<file path="config.mk">
export PLATFORM = sky130hd
export DESIGN_NAME = indexed_insert_delete_list
export DESIGN_NICKNAME = d
export VERILOG_FILES = /design/src/hw/rtl/iidl_pkg.sv /design/src/hw/rtl/iidl_cell.sv /design/src/hw/rtl/indexed_insert_delete_list.sv
export SDC_FILE = /design/constraint.sdc
export NUM_CORES = 2
export LEC_CHECK = 0
export BUFFER_PORTS_ARGS = -buffer_cell sky130_fd_sc_hd__buf_2
export CORE_MARGIN = 1
export CORE_UTILIZATION = 25
export CTS_CLUSTER_SIZE = 20
export DETAILED_ROUTE_END_ITERATION = 12
export GPL_TIMING_DRIVEN = 0
export PLACE_DENSITY = 0.37
export SETUP_SLACK_MARGIN = 0.5
export SLEW_MARGIN = 40
export SYNTH_ARGS = -nofsm -noshare
export SYNTH_HDL_FRONTEND = slang
export SYNTH_SLANG_ARGS = --single-unit
export TNS_END_PERCENT = 100
</file>
<file path="constraint.sdc">
create_clock -name clk -period 7.12 [get_ports clk]
set_input_delay 0.712 -clock clk [delete_from_list [all_inputs] [get_ports clk]]
set_output_delay 0.712 -clock clk [all_outputs]
set_load 0.05 [all_outputs]
</file>
<file path="src/hw/rtl/iidl_pkg.sv">
// shared types and constants of the indexed insert/delete list
package iidl_pkg;

	localparam int CAPACITY   = 16;
	localparam int DATA_WIDTH = 32;
	localparam int IDX_W      = 4;
	localparam int CNT_W      = $clog2(CAPACITY + 1);
	localparam int WORD_W     = 32;
	localparam int STATUS_W   = 2;
	localparam int COUNT_W    = 5;
	localparam int ACTION_W   = 3;
	localparam int S_DATA_W   = 40;
	localparam int M_DATA_W   = 40;

	typedef enum logic [ACTION_W-1:0] {
		ACT_APPEND    = 3'd0,
		ACT_INSERT    = 3'd1,
		ACT_OVERWRITE = 3'd2,
		ACT_REMOVE    = 3'd3,
		ACT_READ      = 3'd4
	} action_t;

	typedef enum logic [STATUS_W-1:0] {
		ST_DONE  = 2'd0,
		ST_RANGE = 2'd1,
		ST_FULL  = 2'd2
	} status_t;

	typedef enum logic [1:0] {
		OP_NONE,
		OP_WRITE,
		OP_INSERT,
		OP_REMOVE
	} cell_op_t;

	typedef struct packed {
		cell_op_t               op;
		logic [CNT_W-1:0]       idx;
		logic [CNT_W-1:0]       count;
		logic [DATA_WIDTH-1:0]  value;
	} cell_cmd_t;

endpackage

</file>
<file path="src/hw/rtl/iidl_cell.sv">
// one storage cell of the list row, shifting with its neighbors
module iidl_cell
	import iidl_pkg::*;
(
	input  logic                  clk,
	input  logic [CNT_W-1:0]      pos,
	input  cell_cmd_t             cmd,
	input  logic [DATA_WIDTH-1:0] lower,
	input  logic [DATA_WIDTH-1:0] upper,
	output logic [DATA_WIDTH-1:0] data,
	output logic [DATA_WIDTH-1:0] rd_data
);

	logic [DATA_WIDTH-1:0] entry_q;
	logic [DATA_WIDTH-1:0] entry_d;
	logic [CNT_W-1:0]      pos_next;

	assign pos_next = pos + CNT_W'(1);

	always_comb begin
		entry_d = entry_q;
		case (cmd.op)
			OP_WRITE: begin
				if (pos == cmd.idx) entry_d = cmd.value;
			end
			OP_INSERT: begin
				if (pos == cmd.idx) entry_d = cmd.value;
				else if (pos > cmd.idx && pos <= cmd.count) entry_d = lower;
			end
			OP_REMOVE: begin
				if (pos >= cmd.idx && pos_next < cmd.count) entry_d = upper;
				else if (pos_next == cmd.count) entry_d = '0;
			end
			default: begin
				entry_d = entry_q;
			end
		endcase
	end

	always_ff @(posedge clk) begin
		entry_q <= entry_d;
	end

	assign data    = entry_q;
	// read tap: zero unless this cell is addressed, so the row can be or-ed
	assign rd_data = (pos == cmd.idx) ? entry_q : '0;

endmodule

</file>
<file path="src/hw/rtl/indexed_insert_delete_list.sv">
// Indexed insert/delete list: an ordered list of up to CAPACITY signed words held in a row of
// cells, one word per cell, with a fill count. Each request beat (append, insert, overwrite,
// remove or read) completes in the clock in which it is accepted: every cell loads, keeps or
// takes its neighbor's word in parallel, so an insert or remove shifts the whole tail in the
// same clock. One result beat per request appears in the next cycle from an output register;
// the block takes one request per cycle as long as the result side keeps taking beats. Any
// action but append rejects an index at or beyond the count with no change; a read then returns 0.
module indexed_insert_delete_list
	import iidl_pkg::*;
(
	input  logic                clk,
	input  logic                arst_n,
	input  logic                s_tvalid,
	output logic                s_tready,
	input  logic [S_DATA_W-1:0] s_tdata,  // index[3:0], value[35:4], zero fill
	input  logic [ACTION_W-1:0] s_tuser,  // action[2:0]
	output logic                m_tvalid,
	input  logic                m_tready,
	output logic [M_DATA_W-1:0] m_tdata   // read_data[31:0], status[33:32], item_count[38:34], zero fill
);

	logic                  accept;
	logic [IDX_W-1:0]      in_index;
	logic [WORD_W-1:0]     in_value;
	logic [CNT_W-1:0]      idx_ext;
	logic [CNT_W-1:0]      fill_q;
	logic [CNT_W-1:0]      fill_d;
	logic                  in_range;
	logic                  full;
	cell_cmd_t             cmd;
	status_t               status_d;
	logic                  read_hit;
	logic [DATA_WIDTH-1:0] row_rd;
	logic [WORD_W-1:0]     read_word;

	logic [DATA_WIDTH-1:0] cell_data [CAPACITY];
	logic [DATA_WIDTH-1:0] cell_rd   [CAPACITY];

	logic                  out_valid_q;
	logic [WORD_W-1:0]     out_read_q;
	status_t               out_status_q;
	logic [COUNT_W-1:0]    out_count_q;

	assign s_tready = !out_valid_q || m_tready;
	assign accept   = s_tvalid && s_tready;
	assign in_index = s_tdata[IDX_W-1:0];
	assign in_value = s_tdata[IDX_W +: WORD_W];
	assign idx_ext  = CNT_W'(in_index);
	assign in_range = idx_ext < fill_q;
	assign full     = fill_q >= CNT_W'(CAPACITY);

	always_comb begin
		cmd.op    = OP_NONE;
		cmd.idx   = idx_ext;
		cmd.count = fill_q;
		cmd.value = in_value[DATA_WIDTH-1:0];
		fill_d    = fill_q;
		status_d  = ST_DONE;
		read_hit  = 1'b0;
		case (action_t'(s_tuser))
			ACT_APPEND: begin
				if (full) begin
					status_d = ST_FULL;
				end else begin
					cmd.op  = OP_WRITE;
					cmd.idx = fill_q;
					fill_d  = fill_q + CNT_W'(1);
				end
			end
			ACT_INSERT: begin
				if (!in_range) begin
					status_d = ST_RANGE;
				end else if (full) begin
					status_d = ST_FULL;
				end else begin
					cmd.op = OP_INSERT;
					fill_d = fill_q + CNT_W'(1);
				end
			end
			ACT_OVERWRITE: begin
				if (!in_range) status_d = ST_RANGE;
				else cmd.op = OP_WRITE;
			end
			ACT_REMOVE: begin
				if (!in_range) begin
					status_d = ST_RANGE;
				end else begin
					cmd.op = OP_REMOVE;
					fill_d = fill_q - CNT_W'(1);
				end
			end
			ACT_READ: begin
				if (!in_range) status_d = ST_RANGE;
				else read_hit = 1'b1;
			end
			default: begin
				status_d = ST_DONE;
			end
		endcase
		if (!accept) cmd.op = OP_NONE;
	end

	for (genvar g = 0; g < CAPACITY; g++) begin : g_cell
		logic [DATA_WIDTH-1:0] lower;
		logic [DATA_WIDTH-1:0] upper;
		if (g == 0) begin : g_first
			assign lower = '0;
		end else begin : g_lower
			assign lower = cell_data[g-1];
		end
		if (g == CAPACITY - 1) begin : g_last
			assign upper = '0;
		end else begin : g_upper
			assign upper = cell_data[g+1];
		end
		iidl_cell u_cell (
			.clk     (clk),
			.pos     (CNT_W'(g)),
			.cmd     (cmd),
			.lower   (lower),
			.upper   (upper),
			.data    (cell_data[g]),
			.rd_data (cell_rd[g])
		);
	end

	always_comb begin
		row_rd = '0;
		for (int i = 0; i < CAPACITY; i++) begin
			row_rd = row_rd | cell_rd[i];
		end
	end

	assign read_word = read_hit ? WORD_W'($signed(row_rd)) : '0;

	always_ff @(posedge clk or negedge arst_n) begin
		if (!arst_n) begin
			fill_q      <= '0;
			out_valid_q <= 1'b0;
		end else begin
			if (accept) fill_q <= fill_d;
			if (accept) out_valid_q <= 1'b1;
			else if (m_tready) out_valid_q <= 1'b0;
		end
	end

	always_ff @(posedge clk) begin
		if (accept) begin
			out_read_q   <= read_word;
			out_status_q <= status_d;
			out_count_q  <= COUNT_W'(fill_d);
		end
	end

	assign m_tvalid = out_valid_q;
	assign m_tdata  = M_DATA_W'({out_count_q, out_status_q, out_read_q});

`ifndef SYNTHESIS
	a_fill_bound: assert property (@(posedge clk) disable iff (!arst_n)
		fill_q <= CNT_W'(CAPACITY))
		else $error("fill count beyond capacity");

	a_count_matches: assert property (@(posedge clk) disable iff (!arst_n)
		out_valid_q |-> out_count_q == COUNT_W'(fill_q))
		else $error("reported count differs from fill count");

	a_reject_zero: assert property (@(posedge clk) disable iff (!arst_n)
		out_valid_q && out_status_q != ST_DONE |-> out_read_q == '0)
		else $error("rejected request returned data");

	a_reject_keeps: assert property (@(posedge clk) disable iff (!arst_n)
		accept && status_d != ST_DONE |=> $stable(fill_q))
		else $error("rejected request changed the count");
`endif

endmodule

</file>
* Word level (Yosys, flattened, before mapping)
Cells that the tools add are included.
** Word-level totals
- Register bits :: 557
- Bits of input ports :: 47
** Cells by class
- Add/subtract/negate cells :: 2
- Order comparisons :: 66
- Eq/ne operators :: 86
- Mux-type cells :: 132
- Bitwise operators :: 15
- Reductions and logical operators :: 56
** Operators with widths (count)
- $mux 32 :: 96
- $pmux 32 s3 :: 16
- $or 32x32->32 :: 15
- $ne 3x1->1 const B :: 32
- $eq 4x5->1 const A :: 16
- $reduce_and 4->1 :: 16
- $eq 3x5->1 const A :: 8
- $ge 4x5->1 const A :: 8
- $gt 4x5->1 const A :: 8
- $le 4x5->1 const A :: 8
- $lt 4x5->1 const A :: 8
- $logic_and 1x1->1 :: 33
- $ne 2x1->1 const B :: 16
- $eq 2x5->1 const A :: 4
- $ge 3x5->1 const A :: 4
- $gt 3x5->1 const A :: 4
- $le 3x5->1 const A :: 4
- $lt 3x5->1 const A :: 4
- $mux 5 :: 4
- $pmux 5 s3 :: 1
- $mux 2 :: 6
- $eq 1x5->1 const A :: 2
- $ge 1x5->1 const A :: 2
- $ge 2x5->1 const A :: 2
- 28 further kinds :: 40

* Depth between registers and ports, before layout
- Depth in word-level cells :: 20
- Mapped depth :: 13

* Hierarchy
From an unflattened synthesis, not the netlist that was laid out.
** Second synthesis, totals
- Cell total of the unflattened synthesis :: 4472
- Area, all modules :: 45431.1 um^2
** Modules (own cells, without submodules)
- iidl_cell at g_cell[0].u_cell ... :: times used 8, cells an instance 245, area an instance 2536.2 um^2, seq. area each 960.9 um^2
- iidl_cell at g_cell[13].u_cell ... :: times used 7, cells an instance 277, area an instance 2775.2 um^2, seq. area each 960.9 um^2
- indexed_insert_delete_list :: times used 1, cells an instance 328, area an instance 3139.3 um^2, seq. area each 1321.3 um^2
- iidl_cell at g_cell[9].u_cell :: times used 1, cells an instance 245, area an instance 2576.2 um^2, seq. area each 960.9 um^2

* Least setup slack after synthesis
OpenSTA, ideal clock, no wires.
- Path type :: flip-flop to flip-flop
- From :: reg fill_q[0]
- To :: reg g_cell[3].u_cell.entry_q[0], enable pin
- Data arrival time :: 5.285 ns
- Data required time :: 6.650 ns
- Setup slack :: 1.364 ns
- Cell stages (with the launch flop) :: 12
- Path buffers :: 4
- Period minus slack after synthesis :: 5.756 ns
- Cells stage by stage :: dfrtp_1 > buf_1 > inv_1 > ha_1 > or3_1 > o31ai_4 > buf_6 > mux2i_1 > buf_2 > clkbuf_1 > a211oi_1 > a211oi_1
** Between the ends
- Word-level cells in the longest chain between the ends :: 8
- Elaborated cells between the ends (all ways) :: 26
- Those cells by class :: order compare: 6; eq/ne: 8; mux: 8; reduce/logical: 4
** RTL lines
- start: declaration :: RTL line indexed_insert_delete_list.sv:26 : logic [CNT_W-1:0] fill_q;
- start signal: assignment :: RTL line indexed_insert_delete_list.sv:141 : if (accept) fill_q <= fill_d;
- $ge 5x5->1 :: RTL line indexed_insert_delete_list.sv:50 : assign full = fill_q >= CNT_W'(CAPACITY);
- $mux 2 :: RTL line indexed_insert_delete_list.sv:73 : end else if (full) begin
- $mux 2 :: RTL line indexed_insert_delete_list.sv:71 : if (!in_range) begin
- $pmux 2 s4 :: RTL line indexed_insert_delete_list.sv:60 : case (action_t'(s_tuser))
- $mux 2 :: RTL line indexed_insert_delete_list.sv:100 : if (!accept) cmd.op = OP_NONE;
- $eq 2x2->1 or $eq 2x1->1 (tied branches) :: RTL line iidl_cell.sv:22 : case (cmd.op)
- $ne 3x1->1 (no source line) (tied with other cells)
- $reduce_and 4->1 (no source line) *
- end signal: assignment :: RTL line iidl_cell.sv:41 : entry_q <= entry_d;
- end: declaration :: RTL line iidl_cell.sv:14 : logic [DATA_WIDTH-1:0] entry_q;
Mark *: on every way between the ends. The rest lies on a longest branch, timed or not.
A chain may end at the register's enable or synchronous reset.

* Worst setup path after layout
- From :: reg fill_q[0]
- To :: reg g_cell[2].u_cell.entry_q[17], enable pin
** Between the ends
- Word-level cells in the longest chain between the ends :: 8
- Elaborated cells between the ends (all ways) :: 26
- Those cells by class :: order compare: 6; eq/ne: 8; mux: 8; reduce/logical: 4
** RTL lines (RTL line)
- $ge 5x5->1 :: indexed_insert_delete_list.sv:50
- $mux 2 :: indexed_insert_delete_list.sv:73
- $mux 2 :: indexed_insert_delete_list.sv:71
- $pmux 2 s4 :: indexed_insert_delete_list.sv:60
- $mux 2 :: indexed_insert_delete_list.sv:100
- $eq 2x2->1 or $eq 2x1->1 (tied branches) :: iidl_cell.sv:22
- $ne 3x1->1 (no source line) (tied with other cells)
- $reduce_and 4->1 (no source line) *
- end signal: assignment :: iidl_cell.sv:41
- end: declaration :: iidl_cell.sv:14
Marks and branches as above.

==> reports/summary.md <==
The number of enable-type register cells in the synthesized netlist is 551. Timing analysis after detailed placement gives a worst setup slack of 0.538 ns. The CTS buffer count was 73. The clock share of power is 36.1%. The most frequently used cell type in the post-synthesis netlist is sky130_fd_sc_hd__edfxtp_1.

The overall via count from detail_route is 30,600, and the total number of cells along the worst setup path is 15. For the number of warning messages in the yosys log, the log shows 0. The post-detailed-routing wire length was 221 mm. The cell at the root of the clock tree is sky130_fd_sc_hd__clkbuf_16.

The tools report the wire length of the first global-routing pass as 284 mm. The highest ir drop seen on vdd is 0.179 mV. The fraction of layout cells with a size suffix above 1 was 20.8%. The initialized floorplan defines 127 standard-cell rows. The floorplan die height is 351 um.

The critical path's top delay family is buffers and inverters. Across the routed clock network, the largest skew measured is 0.0367 ns. The tool flagged a number of max-cap violations equal to 0. After detailed routing, the average wire length per cell comes to 47.4 um. The detailed-route vias per instance is 6.57. In the post-route analysis, the smallest setup slack over all paths is 0.488 ns. Walking the worst path, the cells encountered are buf_1 -> inv_1 -> ha_1 -> or3_1 -> o31ai_4 -> mux2i_2 -> buf_2 -> clkbuf_2 -> buf_16 -> a311oi_1 -> nor3_2 -> buf_4 -> buf_4 -> buf_2 -> buf_2.

The net load switching power is 3.97 mW. The synthesized netlist contains 78 unique library cells. Power spread over the standard cell area amounts to 287 nW/um^2. In the synthesized netlist the async set-or-reset flop fraction comes to 1.08%.

The proportion of netlist area held by the largest area contributor was 54.2%. In this run the worst path has a maximum fanout of 10. Subtracting the final worst setup slack from the clock period gives 6.63 ns.

After synthesis the netlist holds a flip-flop and latch count of 557. For the initial antenna violation count, the log shows 29. The final number of max-transition violations was 0.

The worst path uses 93.2% of the clock period. The wire-length estimate of the detail-placed layout is 156 mm. Yosys attributes the largest share of cell area to sky130_fd_sc_hd__edfxtp_1, sky130_fd_sc_hd__a221o_1, sky130_fd_sc_hd__a22oi_1, sky130_fd_sc_hd__nand2_1, sky130_fd_sc_hd__nor2b_1. The largest single stage delay on the critical path is 0.64 ns. By count the netlist is led by sky130_fd_sc_hd__edfxtp_1, sky130_fd_sc_hd__nand2_1, sky130_fd_sc_hd__a221o_1. The total overflow left after global routing is 0. The area of the core was 120,000 um^2. The critical setup path kind is flip-flop to flip-flop. Library cell contributing the largest single delay on the critical path: sky130_fd_sc_hd__buf_2.

The die covers 123,000 um^2. Count of buffers from port buffering: 81. STA puts the critical path data required time at 7.48 ns. TritonCTS built the clock tree. Setup repair after global routing left no endpoint under its margin.

The tools report the worst slew margin relative to its limit as 34.1%. For the effective utilization at floorplan, the log shows 25.3%. In this run the worst hold path is classified as primary input to flip-flop. Highest clock rate: 0.151 GHz.

STA classifies the critical path endpoint as a flip-flop. The share of total power dissipated in sequential elements is 36.9%. In the routed design, unresolved DRC markers number 0.

The worst-case reg-to-reg path depth came out at 15. For the TritonCTS sink count, the log shows 557. The run gives 35.0% as the global-route usage over all layers. At the pin with the least slew margin, the transition time is 0.988 ns. Counting both buffers and inverters, the worst setup path holds a total of 9.

The count of nets left with antenna violations once routing finished came out at 0. During I/O placement, the number of pins put on the boundary was 89. Entering global routing, the biggest net connects 25 pins. The run gives 2,724 as the synthesized net count.

The final hold violation count is 0, and the combined area of all synthesized cells is 30,500 um^2. For the final standard cell utilization of the core, the log shows 31.4%. The buffer depth of the longest clock path was 3. At the worst endpoint, the arrival time is 6.99 ns. The number of global-route vias before repair was 28,000. The final layout contains 3,024 nets. The number of levels the H-tree was split into was 3. The clock reaches the later pin of the worst-skew pair after 0.68 ns. The portion of the post-synthesis area used by sequential elements is 54.7%, and the leakage power total is 13.8 nW. The setup violation total in the final timing report is 0, and the switching power as a share of total power is 36.6%. Cell internal power dissipation: 6.87 mW. In this run, the combinational gates consume 27.0% of the power. Counting stages on the worst path, the most repeated cell is sky130_fd_sc_hd__buf_2. For this run, the detailed router's first-pass iteration total came to 7.

After clock tree synthesis, the clock-pin slew on the worst setup and hold paths is 0.05 ns. The filler cells instantiated in the layout total 12,300. Number of cells on the worst hold path: 2. After synthesis, the mean cell area works out to 11.4 um^2. The synthesized design spends more area on one cell type than any other, namely sky130_fd_sc_hd__edfxtp_1. From synthesis to final layout, the design area changed by 23.9%.

The first routing iteration left 5,398 violations. Measured along the x axis, the die boundary spans 351 um. The worst setup path is launched from a flip-flop. The run finished with clean final reports.

The congestion estimate from routability-driven global placement came to 0.990. The predominant post-synthesis flop cell is sky130_fd_sc_hd__edfxtp_1. Synthesis produced a netlist whose cell count is 2,669.
[power by group through the flow]
stage               clock (mW)  sequential (mW)  combinational [mW]
floorplan                    0             4.09                1.27
global placement             0             4.10                2.54
detailed placement           0             4.06                2.77
CTS                       3.93             3.99                2.78
global route              4.04             4.01                2.94
finish                    3.92             4.00                2.93
[routing by layer]
layer	GRT usage, %	wire length (um)
met1	45.4	86800
met2	50.4	92400
met3	11.3	26800
met4	21.2	14700
met5	0.785	217
[timing repair]
item	in CTS	in global routing
hold buffers	1	0
setup endpoints to repair	0	5
gates resized for setup	0	1
endpoints found under the hold margin	6	0
buffers inserted	0	0
[registers in the layout, summed over array words and instances (netlist names)]
name,count
fill_q,5
out_status_q,2
g_cell.u_cell.data,512
out_read_q,32
out_count_q,5
m_tvalid,1
[kinds of logic after synthesis]
group,share of synthesized area [%]
other cells,0.0123
compound gates,25.8
fa+ha+maj,0.328
mux,1.19
buf+inv,4.29
flops,54.7
xor+xnor,0.115
simple gates,13.6
[per-stage QoR]
| stage | power, mW | instances | TNS, ns | hold WS, ns | instance area [um^2] |
|---|---|---|---|---|---|
| floorplan | 5.36 | 2669 | 0 | 0.416 | 30500 |
| global placement | 6.63 | 4362 | -2417.16 | 0.507 | 32900 |
| detailed placement | 6.83 | 4505 | 0 | 0.522 | 35300 |
| CTS | 10.7 | 4640 | 0 | 0.241 | 37700 |
| global route | 11.0 | 4641 | 0 | 0.272 | 37800 |
| finish | 10.8 | 4662 | 0 | 0.264 | 37800 |
[cells in the final DEF, fill, tap and decap left out, drive strengths merged, types with 21 or more instances in the layout]
| master | Yosys | final |
|---|---|---|
| nand2 | 377 | 377 |
| edfxtp | 551 | 551 |
| nor2 | 54 | 54 |
| diode | 0 | 22 |
| a221o | 288 | 288 |
| a21oi | 56 | 56 |
| nor3 | 30 | 30 |
| mux2i | 25 | 25 |
| a22oi | 211 | 211 |
| o21ai | 27 | 27 |
| and2 | 81 | 81 |
| inv | 45 | 48 |
| a211oi | 26 | 26 |
| nor2b | 185 | 185 |
| and3 | 41 | 41 |
| a222oi | 87 | 87 |
| buf | 87 | 311 |
| a22o | 91 | 91 |
| a221oi | 23 | 23 |
| clkinv | 0 | 40 |
| nand3 | 37 | 37 |
| o22ai | 21 | 21 |
| clkbuf | 179 | 260 |
[cell type report]
type / instances / area (um^2) / area share, %
sequential: 557 / 16700 / 44.2
antenna: 22 / 55.1 / 0.146
inverter: 45 / 174 / 0.460
multi-input combinational: 1801 / 12900 / 34.2
timing repair buffer: 225 / 2220 / 5.87
tap: 1612 / 2020 / 5.33
clock buffer: 81 / 1880 / 4.97
clock inverter: 53 / 515 / 1.36
buffer: 266 / 1310 / 3.47
[worst paths after layout]
kind / from / to / slack [ns]
worst max-delay path: fill_q[0]$_DFFE_PN0P_ / g_cell[2].u_cell.data[17]$_DFFE_PP_ / 0.49
worst min-delay path: s_tvalid / m_tvalid$_DFFE_PN0P_ / 0.26
worst max register to register: fill_q[0]$_DFFE_PN0P_ / g_cell[2].u_cell.data[17]$_DFFE_PP_ / 0.49
worst min register to register: m_tvalid$_DFFE_PN0P_ / m_tvalid$_DFFE_PN0P_ / 0.53
max in group asynchronous: arst_n / fill_q[4]$_DFFE_PN0P_ / 6.56
min in group asynchronous: arst_n / fill_q[3]$_DFFE_PN0P_ / 0.40
No activity file was read; power rests on OpenSTA's default activity.
